File: src/rtl/assert_macros.svh
// Assertion helpers for the allocator RTL.
`ifndef ASSERT_MACROS_SVH
`define ASSERT_MACROS_SVH

// Check a property on a given clock, skipping cycles in reset.
`define ASSERT_ON(lbl, clk, rstn, prop, msg) \
    lbl: assert property (@(posedge clk) disable iff (!rstn) prop) else $error(msg);

// Same check on the block's own clock and reset.
`define ASSERT_SYNC(lbl, prop, msg) \
    `ASSERT_ON(lbl, i_clk, i_rst_n, prop, msg)

`endif

File: src/rtl/bfa_pkg.sv
package bfa_pkg;

    // Node state as stored in the node memory.
    typedef enum logic [1:0] {
        NS_UNAVAIL,
        NS_FREE,
        NS_ALLOC
    } t_node_st;

    // Result status codes.
    typedef enum logic [1:0] {
        RS_OK,
        RS_NOMEM,
        RS_BADFREE
    } t_res;

    typedef enum logic [4:0] {
        S_CLR,
        S_IDLE,
        S_A_SIZE,
        S_A_FIND,
        S_A_SPLIT,
        S_A_RIGHT,
        S_A_LEFT,
        S_A_TAKEN,
        S_F_START,
        S_F_RD,
        S_F_CHK,
        S_M_RD,
        S_M_CHK,
        S_M_B,
        S_M_P,
        S_RM_RD,
        S_RM_WR1,
        S_RM_WR2,
        S_PU1,
        S_PU2,
        S_DONE
    } t_state;

    localparam int BYTES_W = 17;
    localparam int FRAME_W = 4;
    localparam int BLOCK_W = 5;

endpackage

File: src/rtl/buddy_frame_allocator.sv
// Channel   Direction  Handshake                  Payload
// in        to block   i_in_valid / o_in_ready    i_operation, i_request_bytes, i_freed_frame
// out       from block o_out_valid / i_out_ready  o_status, o_start_frame, o_block_frames
//
// One item at a time. Allocate finds a free block, splits it level by level
// down to the target size and takes it. Free searches the levels for the allocated node,
// pushes it onto its free list, then merges it with free buddies. Every unlink is a read
// of the node memory followed by writes in the next cycle; that memory port sets the pace.
// After reset a clearing pass over every node runs with o_in_ready low.
// A finished result waits in the output register; the next beat is taken meanwhile.
`include "assert_macros.svh"

module buddy_frame_allocator #(
    parameter int TREE_LEVELS      = 4,
    parameter int FRAME_BYTES_LOG2 = 12
) (
    input  logic                         i_clk,
    input  logic                         i_rst_n,
    input  logic                         i_in_valid,
    output logic                         o_in_ready,
    input  logic                         i_operation,
    input  logic [bfa_pkg::BYTES_W-1:0]  i_request_bytes,
    input  logic [bfa_pkg::FRAME_W-1:0]  i_freed_frame,
    output logic                         o_out_valid,
    input  logic                         i_out_ready,
    output logic [1:0]                   o_status,
    output logic [bfa_pkg::FRAME_W-1:0]  o_start_frame,
    output logic [bfa_pkg::BLOCK_W-1:0]  o_block_frames
);
    import bfa_pkg::*;

    localparam int NW    = TREE_LEVELS + 1;         // node index bits
    localparam int NODES = (1 << NW) - 1;
    localparam int LW    = $clog2(TREE_LEVELS + 2); // level counter, may reach TREE_LEVELS+1
    localparam int HW    = (TREE_LEVELS < 1) ? 1 : $clog2(TREE_LEVELS + 1);
    localparam int FW    = TREE_LEVELS;
    localparam int SW    = BYTES_W + 1;
    localparam logic [NW-1:0] NIL = {NW{1'b1}};
    localparam logic [SW-1:0] ROUND = SW'((1 << FRAME_BYTES_LOG2) - 1);
    localparam logic [4:0] TL5 = 5'(TREE_LEVELS);

    // Node memories: A holds {state, next}, B holds prev.
    logic [NW+1:0] r_mem_a [NODES];
    logic [NW-1:0] r_mem_b [NODES];
    logic [NW+1:0] r_a_rd, r_a_bd;
    logic [NW-1:0] r_b_rd, r_b_bd;
    logic          r_a_byp, r_b_byp;

    logic          a_we, b_we;
    logic [NW-1:0] a_wa, b_wa, rd_addr;
    logic [NW+1:0] a_wd;
    logic [NW-1:0] b_wd;

    // Control registers.
    t_state        r_state, n_state, r_ret, n_ret;
    logic [NW-1:0] r_clr;
    logic [NW-1:0] r_head [TREE_LEVELS+1];
    logic          head_we;
    logic [NW-1:0] head_wd;
    logic          r_ovalid;

    // Work registers.
    logic [BYTES_W-1:0]  r_bytes;
    logic [FRAME_W-1:0]  r_ffr;
    logic [LW-1:0]       r_lvl, n_lvl, r_tgt, n_tgt;
    logic [NW-1:0]       r_cur, n_cur, r_bud, n_bud;
    logic [HW-1:0]       r_sl, n_sl;
    logic [NW-1:0]       r_sn, n_sn, r_h, n_h;
    logic                r_spop, n_spop;
    logic [1:0]          r_sst, n_sst;
    logic [1:0]          r_rs, n_rs;
    logic [FRAME_W-1:0]  r_rf, n_rf;
    logic [BLOCK_W-1:0]  r_rb, n_rb;
    logic [1:0]          r_ost;
    logic [FRAME_W-1:0]  r_osf;
    logic [BLOCK_W-1:0]  r_obf;

    // Helpers.
    logic [NW+1:0] a_q;
    logic [NW-1:0] b_q, a_q_nx, head_sl, bud, par, f_node, idx;
    logic [1:0]    a_q_st;
    logic [SW-1:0] frames, fm1;
    logic [4:0]    k;
    logic          too_big, found, f_aligned, f_bad, out_load, lvl_over;
    logic [HW-1:0] avail;
    logic [FW-1:0] ffr_w;
    logic [31:0]   blk32, sf32;

    assign a_q     = r_a_byp ? r_a_bd : r_a_rd;
    assign b_q     = r_b_byp ? r_b_bd : r_b_rd;
    assign a_q_st  = a_q[NW+1:NW];
    assign a_q_nx  = a_q[NW-1:0];
    assign head_sl = r_head[r_sl];
    assign bud     = r_cur[0] ? (r_cur + NW'(1)) : (r_cur - NW'(1));
    assign par     = NW'((r_cur - NW'(1)) >> 1);
    assign ffr_w   = FW'(r_ffr);
    assign f_bad   = (32'(r_ffr) >> TREE_LEVELS) != 32'd0;
    assign lvl_over = int'(r_lvl) > TREE_LEVELS;
    assign out_load = (r_state == S_DONE) && (!r_ovalid || i_out_ready);

    always_comb begin
        int sh;
        sh     = TREE_LEVELS - int'(r_lvl);
        // Round the byte count up to frames, then to a power of two.
        frames = (SW'(r_bytes) + ROUND) >> FRAME_BYTES_LOG2;
        if (frames == '0) begin
            frames = SW'(1);
        end
        fm1 = frames - SW'(1);
        k   = '0;
        for (int i = 0; i < SW; i++) begin
            if (fm1[i]) begin
                k = 5'(i + 1);
            end
        end
        too_big = k > TL5;
        // Highest non-empty level at or above the target block size.
        found = 1'b0;
        avail = '0;
        for (int i = 0; i <= TREE_LEVELS; i++) begin
            if (LW'(i) <= r_tgt && r_head[i] != NIL) begin
                found = 1'b1;
                avail = HW'(i);
            end
        end
        // Candidate node for a free at the current level.
        f_aligned = (32'(ffr_w) & ((32'd1 << sh) - 32'd1)) == 32'd0;
        f_node    = NW'((32'd1 << r_lvl) - 32'd1) + NW'(32'(ffr_w) >> sh);
        idx       = r_sn - NW'((32'd1 << r_lvl) - 32'd1);
        sf32      = 32'(idx) << sh;
        blk32     = 32'd1 << sh;
    end

    // Next state.
    always_comb begin
        n_state = r_state;
        unique case (r_state)
            S_CLR:     if (r_clr == NW'(NODES - 1)) n_state = S_IDLE;
            S_IDLE:    if (i_in_valid) n_state = i_operation ? S_F_START : S_A_SIZE;
            S_A_SIZE:  n_state = too_big ? S_DONE : S_A_FIND;
            S_A_FIND:  n_state = found ? S_A_SPLIT : S_DONE;
            S_A_SPLIT: n_state = S_RM_RD;
            S_A_RIGHT: n_state = S_PU1;
            S_A_LEFT:  n_state = S_PU1;
            S_A_TAKEN: n_state = S_DONE;
            S_F_START: n_state = f_bad ? S_DONE : S_F_RD;
            S_F_RD: begin
                if (lvl_over) begin
                    n_state = S_DONE;
                end else if (f_aligned) begin
                    n_state = S_F_CHK;
                end
            end
            S_F_CHK:   n_state = (a_q_st == NS_ALLOC) ? S_PU1 : S_F_RD;
            S_M_RD:    n_state = (r_cur == '0 || r_lvl == '0) ? S_DONE : S_M_CHK;
            S_M_CHK:   n_state = (a_q_st == NS_FREE) ? S_RM_RD : S_DONE;
            S_M_B:     n_state = S_RM_RD;
            S_M_P:     n_state = S_PU1;
            S_RM_RD:   n_state = S_RM_WR1;
            S_RM_WR1:  n_state = S_RM_WR2;
            S_RM_WR2:  n_state = r_ret;
            S_PU1:     n_state = S_PU2;
            S_PU2:     n_state = r_ret;
            S_DONE:    if (!r_ovalid || i_out_ready) n_state = S_IDLE;
            default:   n_state = S_IDLE;
        endcase
    end

    // Datapath and memory controls.
    always_comb begin
        n_ret  = r_ret;
        n_lvl  = r_lvl;
        n_tgt  = r_tgt;
        n_cur  = r_cur;
        n_bud  = r_bud;
        n_sl   = r_sl;
        n_sn   = r_sn;
        n_h    = r_h;
        n_spop = r_spop;
        n_sst  = r_sst;
        n_rs   = r_rs;
        n_rf   = r_rf;
        n_rb   = r_rb;
        a_we   = 1'b0;
        a_wa   = '0;
        a_wd   = '0;
        b_we   = 1'b0;
        b_wa   = '0;
        b_wd   = '0;
        rd_addr = '0;
        head_we = 1'b0;
        head_wd = '0;
        unique case (r_state)
            S_CLR: begin
                // Root starts free; every other node unavailable, links null.
                a_we = 1'b1;
                a_wa = r_clr;
                a_wd = {(r_clr == '0) ? NS_FREE : NS_UNAVAIL, NIL};
                b_we = 1'b1;
                b_wa = r_clr;
                b_wd = NIL;
            end
            S_IDLE: begin
                n_rs = RS_NOMEM;
                n_rf = '0;
                n_rb = '0;
            end
            S_A_SIZE: n_tgt = LW'(TL5 - k);
            S_A_FIND: n_lvl = LW'(avail);
            S_A_SPLIT: begin
                // Pop the head of this level; take it at the target level.
                n_sl   = HW'(r_lvl);
                n_spop = 1'b1;
                if (r_lvl == r_tgt) begin
                    n_sst = NS_ALLOC;
                    n_ret = S_A_TAKEN;
                end else begin
                    n_sst = NS_UNAVAIL;
                    n_ret = S_A_RIGHT;
                end
            end
            S_A_RIGHT: begin
                n_cur  = r_sn;
                n_sn   = {r_sn[NW-2:0], 1'b0} + NW'(2);
                n_sl   = HW'(r_lvl + LW'(1));
                n_spop = 1'b0;
                n_sst  = NS_FREE;
                n_ret  = S_A_LEFT;
            end
            S_A_LEFT: begin
                n_sn  = {r_cur[NW-2:0], 1'b0} + NW'(1);
                n_lvl = r_lvl + LW'(1);
                n_ret = S_A_SPLIT;
            end
            S_A_TAKEN: begin
                n_rs = RS_OK;
                n_rf = sf32[FRAME_W-1:0];
                n_rb = blk32[BLOCK_W-1:0];
            end
            S_F_START: begin
                n_rs  = RS_BADFREE;
                n_rf  = r_ffr;
                n_rb  = '0;
                n_lvl = '0;
            end
            S_F_RD: begin
                if (!lvl_over) begin
                    if (f_aligned) begin
                        rd_addr = f_node;
                        n_cur   = f_node;
                    end else begin
                        n_lvl = r_lvl + LW'(1);
                    end
                end
            end
            S_F_CHK: begin
                if (a_q_st == NS_ALLOC) begin
                    n_rs   = RS_OK;
                    n_rb   = blk32[BLOCK_W-1:0];
                    n_sl   = HW'(r_lvl);
                    n_sn   = r_cur;
                    n_spop = 1'b0;
                    n_sst  = NS_FREE;
                    n_ret  = S_M_RD;
                end else begin
                    n_lvl = r_lvl + LW'(1);
                end
            end
            S_M_RD: begin
                rd_addr = bud;
                n_bud   = bud;
            end
            S_M_CHK: begin
                n_sl   = HW'(r_lvl);
                n_sn   = r_cur;
                n_spop = 1'b0;
                n_sst  = NS_UNAVAIL;
                n_ret  = S_M_B;
            end
            S_M_B: begin
                n_sn  = r_bud;
                n_ret = S_M_P;
            end
            S_M_P: begin
                // Climb: parent becomes free and goes on the level above.
                n_cur = par;
                n_lvl = r_lvl - LW'(1);
                n_sl  = HW'(r_lvl - LW'(1));
                n_sn  = par;
                n_sst = NS_FREE;
                n_ret = S_M_RD;
            end
            S_RM_RD: begin
                n_sn    = r_spop ? head_sl : r_sn;
                rd_addr = r_spop ? head_sl : r_sn;
            end
            S_RM_WR1: begin
                // Unlink: prev.next = next, next.prev = prev.
                if (head_sl == r_sn) begin
                    head_we = 1'b1;
                    head_wd = a_q_nx;
                end
                if (b_q != NIL) begin
                    a_we = 1'b1;
                    a_wa = b_q;
                    a_wd = {NS_FREE, a_q_nx};
                end
                if (a_q_nx != NIL) begin
                    b_we = 1'b1;
                    b_wa = a_q_nx;
                    b_wd = b_q;
                end
            end
            S_RM_WR2: begin
                a_we = 1'b1;
                a_wa = r_sn;
                a_wd = {r_sst, NIL};
            end
            S_PU1: begin
                a_we    = 1'b1;
                a_wa    = r_sn;
                a_wd    = {r_sst, head_sl};
                b_we    = 1'b1;
                b_wa    = r_sn;
                b_wd    = NIL;
                head_we = 1'b1;
                head_wd = r_sn;
                n_h     = head_sl;
            end
            S_PU2: begin
                if (r_h != NIL) begin
                    b_we = 1'b1;
                    b_wa = r_h;
                    b_wd = r_sn;
                end
            end
            S_DONE: ;
            default: ;
        endcase
    end

    // Node memories with same-address write forwarding.
    always_ff @(posedge i_clk) begin
        if (a_we) r_mem_a[a_wa] <= a_wd;
        if (b_we) r_mem_b[b_wa] <= b_wd;
        r_a_rd  <= r_mem_a[rd_addr];
        r_b_rd  <= r_mem_b[rd_addr];
        r_a_byp <= a_we && (a_wa == rd_addr);
        r_b_byp <= b_we && (b_wa == rd_addr);
        r_a_bd  <= a_wd;
        r_b_bd  <= b_wd;
    end

    // Control state.
    always_ff @(posedge i_clk) begin
        if (!i_rst_n) begin
            r_state  <= S_CLR;
            r_ret    <= S_IDLE;
            r_clr    <= '0;
            r_ovalid <= 1'b0;
            for (int i = 0; i <= TREE_LEVELS; i++) begin
                r_head[i] <= (i == 0) ? '0 : NIL;
            end
        end else begin
            r_state <= n_state;
            r_ret   <= n_ret;
            if (r_state == S_CLR) r_clr <= r_clr + NW'(1);
            if (head_we) r_head[r_sl] <= head_wd;
            if (out_load) begin
                r_ovalid <= 1'b1;
            end else if (i_out_ready) begin
                r_ovalid <= 1'b0;
            end
        end
    end

    // Payload registers.
    always_ff @(posedge i_clk) begin
        if (r_state == S_IDLE && i_in_valid) begin
            r_bytes <= i_request_bytes;
            r_ffr   <= i_freed_frame;
        end
        r_lvl  <= n_lvl;
        r_tgt  <= n_tgt;
        r_cur  <= n_cur;
        r_bud  <= n_bud;
        r_sl   <= n_sl;
        r_sn   <= n_sn;
        r_h    <= n_h;
        r_spop <= n_spop;
        r_sst  <= n_sst;
        r_rs   <= n_rs;
        r_rf   <= n_rf;
        r_rb   <= n_rb;
        if (out_load) begin
            r_ost <= r_rs;
            r_osf <= r_rf;
            r_obf <= r_rb;
        end
    end

    assign o_in_ready     = (r_state == S_IDLE);
    assign o_out_valid    = r_ovalid;
    assign o_status       = r_ost;
    assign o_start_frame  = r_osf;
    assign o_block_frames = r_obf;

    `ASSERT_SYNC(a_wr_nil, a_we |-> a_wa != NIL, "node write to null index")
    `ASSERT_SYNC(b_wr_nil, b_we |-> b_wa != NIL, "link write to null index")
    `ASSERT_SYNC(blk_pow2, o_out_valid |-> $onehot0(o_block_frames), "block size not a power")
    `ASSERT_SYNC(err_blk, o_out_valid && o_status != RS_OK |-> o_block_frames == '0,
        "error result with nonzero block")

endmodule

File: config.mk
export PLATFORM = sky130hd
export DESIGN_NAME = buddy_frame_allocator
export DESIGN_NICKNAME = d
export VERILOG_FILES = /design/src/rtl/bfa_pkg.sv /design/src/rtl/buddy_frame_allocator.sv
export VERILOG_INCLUDE_DIRS = /design/src /design/src/rtl
export SDC_FILE = /design/constraint.sdc
export NUM_CORES = 1
export LEC_CHECK = 0
export BUFFER_PORTS_ARGS = -buffer_cell sky130_fd_sc_hd__buf_2
export CAP_MARGIN = 40
export CELL_PAD_IN_SITES_DETAIL_PLACEMENT = 1
export CELL_PAD_IN_SITES_GLOBAL_PLACEMENT = 1
export CORE_AREA = 3 3 199 278
export CTS_CLUSTER_DIAMETER = 120
export DETAILED_ROUTE_END_ITERATION = 8
export DIE_AREA = 0 0 202 281
export PLACE_DENSITY_LB_ADDON = 0.1
export SLEW_MARGIN = 20
export SYNTH_ARGS = -nofsm -noshare
export SYNTH_HDL_FRONTEND = slang
export SYNTH_SLANG_ARGS = --single-unit
File: constraint.sdc
create_clock -name i_clk -period 5.6 [get_ports i_clk]
set_input_delay 0.84 -clock i_clk [delete_from_list [all_inputs] [get_ports i_clk]]
set_output_delay 0.84 -clock i_clk [all_outputs]
set_load 0.005 [all_outputs]
# == Word level (Yosys, flattened, before mapping) ==
# Memory sizes are Yosys's and may differ from the RTL's. A register that Yosys moved wholly into a read port is not among the register bits.
# Index checks and enable logic that the tools add are counted.
# word_totals
reg_bits,105
latch_bits,0
ramBits,397
romBits,0
inputBits,26
mem_count,3
# op_classes
addsub,15
n_mul,0
div,0
magnitude_cmp,7
n_eq_ne,44
shifts,4
muxes,105
bitwise_logic,1
reduce_logical,50
# memory_table
memory,words,width,read_ports,rd_clocked_by_memory_dff,write_ports,line_no,text
r_mem_a,31,7,1,1,1,buddy_frame_allocator.sv:43,logic [NW+1:0] r_mem_a [NODES];
r_mem_b,31,5,1,1,1,buddy_frame_allocator.sv:44,logic [NW-1:0] r_mem_b [NODES];
r_head,5,5,6,1,5,buddy_frame_allocator.sv:57,logic [NW-1:0] r_head [TREE_LEVELS+1];
# ops
operator,n
5-bit two-way mux,43
5-bit one-hot mux with 17 select lines,1
5-bit one-hot mux with 3 select lines,5
5-bit one-hot mux with 7 select lines,2
"5-bit by 4-bit equality test with 1-bit output, second input constant",8
"5-bit inequality test, second input constant",8
4-bit by 32-bit bitwise AND with 32-bit output,1
32-bit zero test,1
"1-bit by 32-bit << shifter with 32-bit output, first input constant",1
5-bit by 32-bit << shifter with 4-bit output,1
4-bit by 32-bit right shift with 5-bit output,1
"32-bit by 1-bit subtractor with 32-bit output, second input constant",1
"5-bit equality test, second input constant",6
7-bit one-hot mux with 4 select lines,1
3-bit two-way mux,9
1-bit two-way mux,24
"5-bit by 3-bit equality test with 1-bit output, second input constant",4
5-bit one-hot mux with 4 select lines,1
"17-bit by 12-bit adder with 18-bit output, second input constant",1
18-bit zero test,1
3-bit one-hot mux with 6 select lines,1
2-bit one-hot mux with 4 select lines,2
2-bit OR reduction,8
"5-bit by 1-bit adder with 5-bit output, second input constant",3
48 further kinds,92

# == Longest topological paths before layout ==
# Gate-level depths: netlist of the first run.
# depth
depth_word,25
ltp_mapped,21

# == Least setup slack after synthesis of the first run ==
# No wires, ideal clock.
# synth_path
path_type,register to register
startpoint,register r_lvl[1]
endpoint,"register r_a_rd[1], read port of r_mem_a"
arrival_time_ns,4.203
required_time_ns,5.508
slack_ns,1.306
stages_incl_launch_ff,21
synth_period_minus_slack_ns,4.294
cell_sequence,edfxtp_1 clkbuf_1 inv_1 ha_1 ha_1 clkbuf_1 nor2b_1 nand2_1 o221ai_1 ha_1 inv_1 fa_1 xnor2_1 nand2_1 o311a_1 buf_2 buf_2 clkbuf_1 a211oi_1 nor3_1 nor4_1
# synth_between
elab_chain_cells,8
# synth_rtl
item,line_no,text
start: declaration,buddy_frame_allocator.sv:65,"logic [LW-1:0] r_lvl, n_lvl, r_tgt, n_tgt;"
start signal: assignment,buddy_frame_allocator.sv:383,r_lvl <= n_lvl;
3-bit by 3-bit subtractor with 4-bit output,buddy_frame_allocator.sv:103,sh = TREE_LEVELS - int'(r_lvl);
1-bit by 32-bit << shifter with 32-bit output,n/a,
32-bit by 1-bit subtractor with 32-bit output,buddy_frame_allocator.sv:127,f_aligned = (32'(ffr_w) & ((32'd1 << sh) - 32'd1)) == 32'd0;
4-bit by 32-bit bitwise AND with 32-bit output,buddy_frame_allocator.sv:127,
32-bit zero test,buddy_frame_allocator.sv:127,
5-bit two-way mux,buddy_frame_allocator.sv:248,if (f_aligned) begin
5-bit two-way mux (*),buddy_frame_allocator.sv:247,if (!lvl_over) begin
5-bit one-hot mux with 3 select lines (*),buddy_frame_allocator.sv:193,unique case (r_state)
end: declaration,buddy_frame_allocator.sv:45,"logic [NW+1:0] r_a_rd, r_a_bd;"
# Mark *: on every way between the ends. The rest lies on a longest branch, timed or not.
# A chain may end at the register's enable or synchronous reset.

# == Final worst setup path of the first run ==
# layout_path
startpoint,register r_lvl[0]
endpoint,"register r_b_rd[4], read port of r_mem_b"
# layout_between
elab_chain_cells,8
# layout_rtl
item,line_no,text
3-bit by 3-bit subtractor with 4-bit output,buddy_frame_allocator.sv:103,
1-bit by 32-bit << shifter with 32-bit output,n/a,
32-bit by 1-bit subtractor with 32-bit output,buddy_frame_allocator.sv:127,
4-bit by 32-bit bitwise AND with 32-bit output,buddy_frame_allocator.sv:127,
32-bit zero test,buddy_frame_allocator.sv:127,
5-bit two-way mux,buddy_frame_allocator.sv:248,
5-bit two-way mux (*),buddy_frame_allocator.sv:247,
5-bit one-hot mux with 3 select lines (*),buddy_frame_allocator.sv:193,
end: declaration,buddy_frame_allocator.sv:46,"logic [NW-1:0] r_b_rd, r_b_bd;"
# Marks and branches as above.

==> impl_metrics.yaml, run 1 <==
status:
  status: "complete, no violations"
placement:
  gp_congestion: 0.864
  placedInstanceArea_mm2: 0.0248
  place_ws_ns: 0.409
  hpwl_mm: 45.1
  placed_cells: 2568
  portBuffers: 38
grt:
  grt_start_max_net_pins: 80
  grt.total_usage: 0.232
  grt_first_pass_wirelength_mm: 101
  grt-ovfl-total: 0
  grt_pass1_vias: 16300
  grt_antenna_before_repair: 0
timing:
  clock_skew_ns: 0.0156
  rsz0062_at_grt: "false"
  layout_setup_ws_ns: 0.309
  worst_slew_margin_rel: 0.380
  period_share: 0.945
  setup-violations-final: 0
  hold_viol: 0
  slew_viol_final: 0
  tns_ns: 0
  fmax_ghz: 0.189
  fin_crit_ns: 5.29
  tightest_slew_ns: 0.922
route:
  post-route-drc-count: 0
  drt_iter0_markers: 932
  routed-wl-met3_mm: 2.08
  first_pass_iters: 5
  maxUsedRoutingLayer: "met4"
  wl_met1_mm: 26.7
  viasPerCell: 5.81
  antenna_left: 0
  vias: 15500
  wirelength_mm: 66.0
  wl_per_cell_um: 24.7
  wl_met2_mm: 35.0
synthesis:
  ys.flop_type: "edfxtp_1"
  yosysWarnings: 0
  yosysSeqAreaShare: 0.653
  synth.largest_area_cell: "edfxtp_1"
  synth_seq_cells: 531
  synth-edff-count: 487
  async_flop_share: 0
  avgSynthCellArea_um2: 12.6
  syn-num-nets: 1934
  netlist_instances: 1879
  yosys.area.top_type_share: 0.616
  synth.top_cells.by_area: "edfxtp_1 (62%), a211oi_1 (4.5%), nand2_1 (4.0%), dfxtp_1 (3.7%), nor2_1 (2.3%)"
  ys_types: 83
  syn_area_mm2: 0.0237
cells_and_area:
  final_nets: 1970
  seqCellArea_mm2: 0.0155
  drive_above_1_share: 0.120
  multi_input_area_mm2: 0.00748
  fin_area_mm2: 0.0266
  fillCellCount: 5397
  area_delta_synth_final_pct: 12.2
  fin_cells: 2672
  antenna_cells: 0
worst_setup_path:
  crit_path_cell_trace: "inv_1, ha_1, ha_1, nor2b_1, nand2_1, o221ai_1, ha_1, inv_1, fa_1, a311oi_2, a21o_4, buf_4, and2_0, a211oi_1, a311oi_1, a211oi_1, nor4_1"
  cp-start-kind: "flip-flop"
  worst_path_most_repeated_cell: "ha_1"
  path_delay_family: "compound AO/OA/AOI/OAI gates"
  cp_slowest_stage_delay_ns: 0.49
  end_kind: "flip-flop"
  cp_data_required_time_ns: 6.09
  critical_path_class: "reg2reg"
  worstPathArrival_ns: 5.78
  cp_num_buf_inv: 3
  worstPathMaxFanout: 28
  critical_path.slowest_cell: "fa_1"
clock_network:
  cts_num_sinks: 531
  ctsHoldBuffers: 0
  cts_made_buffers: 51
  clockRootBuffer: "clkbuf_16"
  clk_path_buf_depth: 3
  postCtsSetupBuffers: 0
  cts_tree: "yes"
  htree_levels: 2
  clkTransAtPathRegs_ns: 0.07
  cts_resized: 0
  clk_latency_ns: 0.60
floorplanning:
  core_area_mm2: 0.0532
  die_area_mm2: 0.0568
  io_pins: 39
  die_h_um: 281
  start_util: 0.446
  rows: 100
  die_w_um: 202
run:
  cap_viol_max_count: 0
power_and_ir_drop:
  leakagePower_nw: 8.87
  peakVddDrop_v: 0.000269
  pwr_density_cell_mw_per_mm2: 303
min_path:
  hold_class: "reg2reg"
-- sequential cells by signal (all words and copies together) (netlist names), 7 cells and up, named ones only --
register and flops:
r_mem_b 155, r_a_bd 7, r_bytes 17, r_mem_a 217
r_a_rd 7, r_head 40
-- per-layer routing --
layer | track usage | vias to the layer above
met5 | 0 | -
met4 | 0.0795 | 0
met3 | 0.0263 | 99
met2 | 0.427 | 284
met1 | 0.282 | 7977
li1 | - | 7177
-- worst paths after layout --
path	from	to	slack [ns]	depth (start not counted)
worst min register to register	r_rf[0]	o_start_frame[0]	0.41	0
worst max-delay path	r_lvl[0]	r_b_rd[4]	0.31	17
worst min-delay path	r_rf[0]	o_start_frame[0]	0.41	0
worst max register to register	r_lvl[0]	r_b_rd[4]	0.31	17
-- worst register-to-register path, cell delays in order (launching register included) --
cell      delay, ns
edfxtp_1       0.35
inv_1          0.12
ha_1           0.26
ha_1           0.46
nor2b_1        0.39
nand2_1        0.20
o221ai_1       0.28
ha_1           0.22
inv_1          0.05
fa_1           0.49
a311oi_2       0.43
a21o_4         0.44
buf_4          0.37
and2_0         0.18
a211oi_1       0.06
a311oi_1       0.46
a211oi_1       0.12
nor4_1         0.32
-- synth_stat cells, types with 6 or more instances --
library cell / number
nor3_1: 21
mux2i_1: 30
edfxtp_1: 487
a21oi_1: 42
a311oi_1: 34
a211oi_1: 143
nor2_1: 148
nor2b_1: 26
nand2b_1: 20
xor2_1: 12
a221o_1: 9
o21ai_0: 27
a31oi_1: 51
a21o_1: 8
dfxtp_1: 44
or3_1: 8
and2_0: 13
and3_1: 7
a22oi_1: 8
ha_1: 27
mux4_2: 10
nand2_1: 255
and2_1: 67
xnor2_1: 22
nand3_1: 25
o211ai_1: 12
buf_2: 37
a222oi_1: 7
inv_1: 47
mux2_2: 15
clkbuf_1: 68
buf_4: 10
nand4_1: 6
nor4_1: 20
-- cell type report --
| type | instances | share of cell area |
|---|---|---|
| clock buffers | 66 | 0.0532 |
| clock inverters | 30 | 0.0133 |
| inverters | 48 | 0.00677 |
| multi-input cells | 1174 | 0.281 |
| flip-flops and latches | 531 | 0.582 |
| well taps | 714 | 0.0336 |
| repair buffers | 109 | 0.0298 |
-- layout by cell type, fill, tap and decap left out, types with 27 or more instances in the layout --
cell type / synthesis / routed
nand2_1: 255 / 255
edfxtp_1: 487 / 487
dfxtp_1: 44 / 44
and2_1: 67 / 67
a311oi_1: 34 / 34
inv_1: 47 / 47
buf_2: 37 / 40
clkbuf_16: 0 / 53
a31oi_1: 51 / 51
ha_1: 27 / 27
o21ai_0: 27 / 27
a21oi_1: 42 / 42
a211oi_1: 143 / 143
nor2_1: 148 / 148
mux2i_1: 30 / 30
buf_4: 10 / 60
-- power by group --
group / internal [mW] / total (mW) / switching (mW)
Sequential: 4.30 / 4.32 / 0.0176
Clock: 2.08 / 3.61 / 1.53
Combinational: 0.0393 / 0.133 / 0.0935
Total: 6.43 / 8.07 / 1.64
-- stage by stage --
stage          hold slack (ns)   util  total power [mW]
5_1_grt                  0.393  0.501              8.31
3_5_place_dp             0.406  0.466              4.54
4_1_cts                  0.390  0.500              8.15
3_3_place_gp             0.401  0.465              4.54
2_1_floorplan            0.400      -              4.47
6_report                 0.413  0.501              8.07
-- logic make-up (layout without fill, tap and decap cells) --
kind of cell	count (synthesis)	in the layout	share of synthesized area
fa+ha+maj	29	29	0.0159
xor+xnor	34	34	0.0125
flops	531	531	0.653
buf+inv	174	253	0.0333
simple gates	644	644	0.128
compound gates	412	412	0.127
mux	55	55	0.0293
Power figures use the tool's default switching activity.
==> run 2, diff against run 1 <==
--- a/config.mk
+++ b/config.mk
@@ -10,10 +10,10 @@
 export CAP_MARGIN = 40
 export CELL_PAD_IN_SITES_DETAIL_PLACEMENT = 1
 export CELL_PAD_IN_SITES_GLOBAL_PLACEMENT = 1
-export CORE_AREA = 3 3 199 278
+export CORE_AREA = 2 2 198 277
 export CTS_CLUSTER_DIAMETER = 120
 export DETAILED_ROUTE_END_ITERATION = 8
-export DIE_AREA = 0 0 202 281
+export DIE_AREA = 0 0 200 279
 export PLACE_DENSITY_LB_ADDON = 0.1
 export SLEW_MARGIN = 20
 export SYNTH_ARGS = -nofsm -noshare
==> run 2 against run 1 <==
First-iteration DRC count rose by 9.3%; global-route usage increased by 1.1 points; cell count down 0.34%; critical path type unchanged; sequential share of layout area is 0.41 points higher.
==> impl_metrics.yaml, run 2 (synthesized netlist as in run 1, its figures left out) <==
route:
  vias: 15500
  viasPerCell: 5.82
  drt_iter0_markers: 1019
  wirelength_mm: 66.2
  antenna_left: 0
  wl_per_cell_um: 24.8
  post-route-drc-count: 0
  first_pass_iters: 8
power_and_ir_drop:
  switching_share: 0.206
  p_int_mw: 6.29
  peakVddDrop_v: 0.000241
  p_clk_frac: 0.437
  pwr_density_cell_mw_per_mm2: 300
  p_seq_frac: 0.546
  netSwitchingPower_mw: 1.63
  p_total_mw: 7.92
  p_comb_frac: 0.017
  leakagePower_nw: 8.76
floorplanning:
  die_h_um: 279
  start_util: 0.446
  rows: 100
  die_area_mm2: 0.0558
  core_area_mm2: 0.0532
  io_pins: 39
  die_w_um: 200
cells_and_area:
  fin_area_mm2: 0.0264
  top_register: "r_mem_a"
  largest_register_ffs: 217
  top_regs: "r_mem_a: 217 flops, r_mem_b: 155 flops, r_head: 40 flops"
  antenna_cells: 0
  seqCellArea_mm2: 0.0155
  layout_common_cells: "edfxtp_1 (487), nand2_1 (255), nor2_1 (148)"
  area_delta_synth_final_pct: 11.4
  layout_commonest_cell: "edfxtp_1"
  fillCellCount: 5385
  final_nets: 1961
  fin_cells: 2663
  fin_util: 0.497
  multi_input_area_mm2: 0.00750
  drive_above_1_share: 0.109
worst_setup_path:
  worstPathMaxFanout: 34
  cp-start-kind: "flip-flop"
  worstPathArrival_ns: 5.69
  worst_path_most_repeated_cell: "ha_1"
  path_delay_family: "compound AO/OA/AOI/OAI gates"
  critical_path_class: "reg2reg"
  cp_num_buf_inv: 3
  cp_data_required_time_ns: 6.12
  cp_slowest_stage_delay_ns: 0.52
  end_kind: "flip-flop"
  critical_path.slowest_cell: "a311oi_1"
  crit_path_cell_trace: "inv_1, ha_1, ha_1, nor2b_1, nand2_1, o221ai_1, ha_1, inv_1, fa_1, a311oi_2, a21o_4, buf_4, and2_1, a211oi_1, a311oi_1, a211oi_1, nor4_1"
clock_network:
  clkTransAtPathRegs_ns: 0.06
  clockRootBuffer: "clkbuf_16"
  cts_made_buffers: 51
  clk_latency_ns: 0.61
  clk_path_buf_depth: 3
  cts_resized: 0
  ctsHoldBuffers: 0
  cts_tree: "yes"
  cts_num_sinks: 531
  postCtsSetupBuffers: 0
  htree_levels: 2
status:
  status: "complete, no violations"
timing:
  slew_viol_final: 0
  hold_viol: 0
  tightest_slew_ns: 0.905
  layout_setup_ws_ns: 0.430
  rsz0062_at_grt: "false"
  period_share: 0.923
  fmax_ghz: 0.193
  fin_hold_ws_ns: 0.418
  tns_ns: 0
  setup-violations-final: 0
  fin_crit_ns: 5.17
  worst_slew_margin_rel: 0.397
  clock_skew_ns: 0.0246
run:
  cap_viol_max_count: 0
grt:
  grt_first_pass_wirelength_mm: 101
  grt_start_max_net_pins: 98
  grt.total_usage: 0.242
  grt-ovfl-total: 0
  grt_antenna_before_repair: 0
  grt_pass1_vias: 16400
placement:
  portBuffers: 38
  hpwl_mm: 44.7
  placed_cells: 2562
  gp_congestion: 0.903
  placedInstanceArea_mm2: 0.0248
  place_ws_ns: 0.381
min_path:
  hold_class: "reg2reg"
-- run 2: cell type report --
type                    instances  share of cell area
repair buffers                100              0.0266
flip-flops and latches        531               0.586
inverters                      48             0.00682
well taps                     714              0.0338
multi-input cells            1174               0.284
clock buffers                  74              0.0519
clock inverters                22              0.0106
-- run 2: routing by layer --
| metal | track usage | wire length [µm] |
|---|---|---|
| met3 | 0.0245 | 2010 |
| met5 | 0 | 0 |
| met1 | 0.299 | 26900 |
| met4 | 0.0853 | 2330 |
| met2 | 0.438 | 34900 |
-- run 2: final timing paths --
kind / to / slack [ns] / cells after the start / from
worst max-delay path: r_a_rd[2] / 0.43 / 17 / r_lvl[0]
worst min-delay path: o_start_frame[1] / 0.42 / 0 / r_rf[1]
worst max register to register: r_a_rd[2] / 0.43 / 17 / r_lvl[0]
worst min register to register: o_start_frame[1] / 0.42 / 0 / r_rf[1]
-- run 2: power by group through the flow --
stage,clock network (mW),logic (mW),registers [mW]
5_1_grt,3.66,0.144,4.32
3_5_place_dp,0,0.135,4.41
3_3_place_gp,0,0.131,4.41
2_1_floorplan,0,0.0759,4.40
4_1_cts,3.52,0.136,4.32
6_report,3.46,0.135,4.32
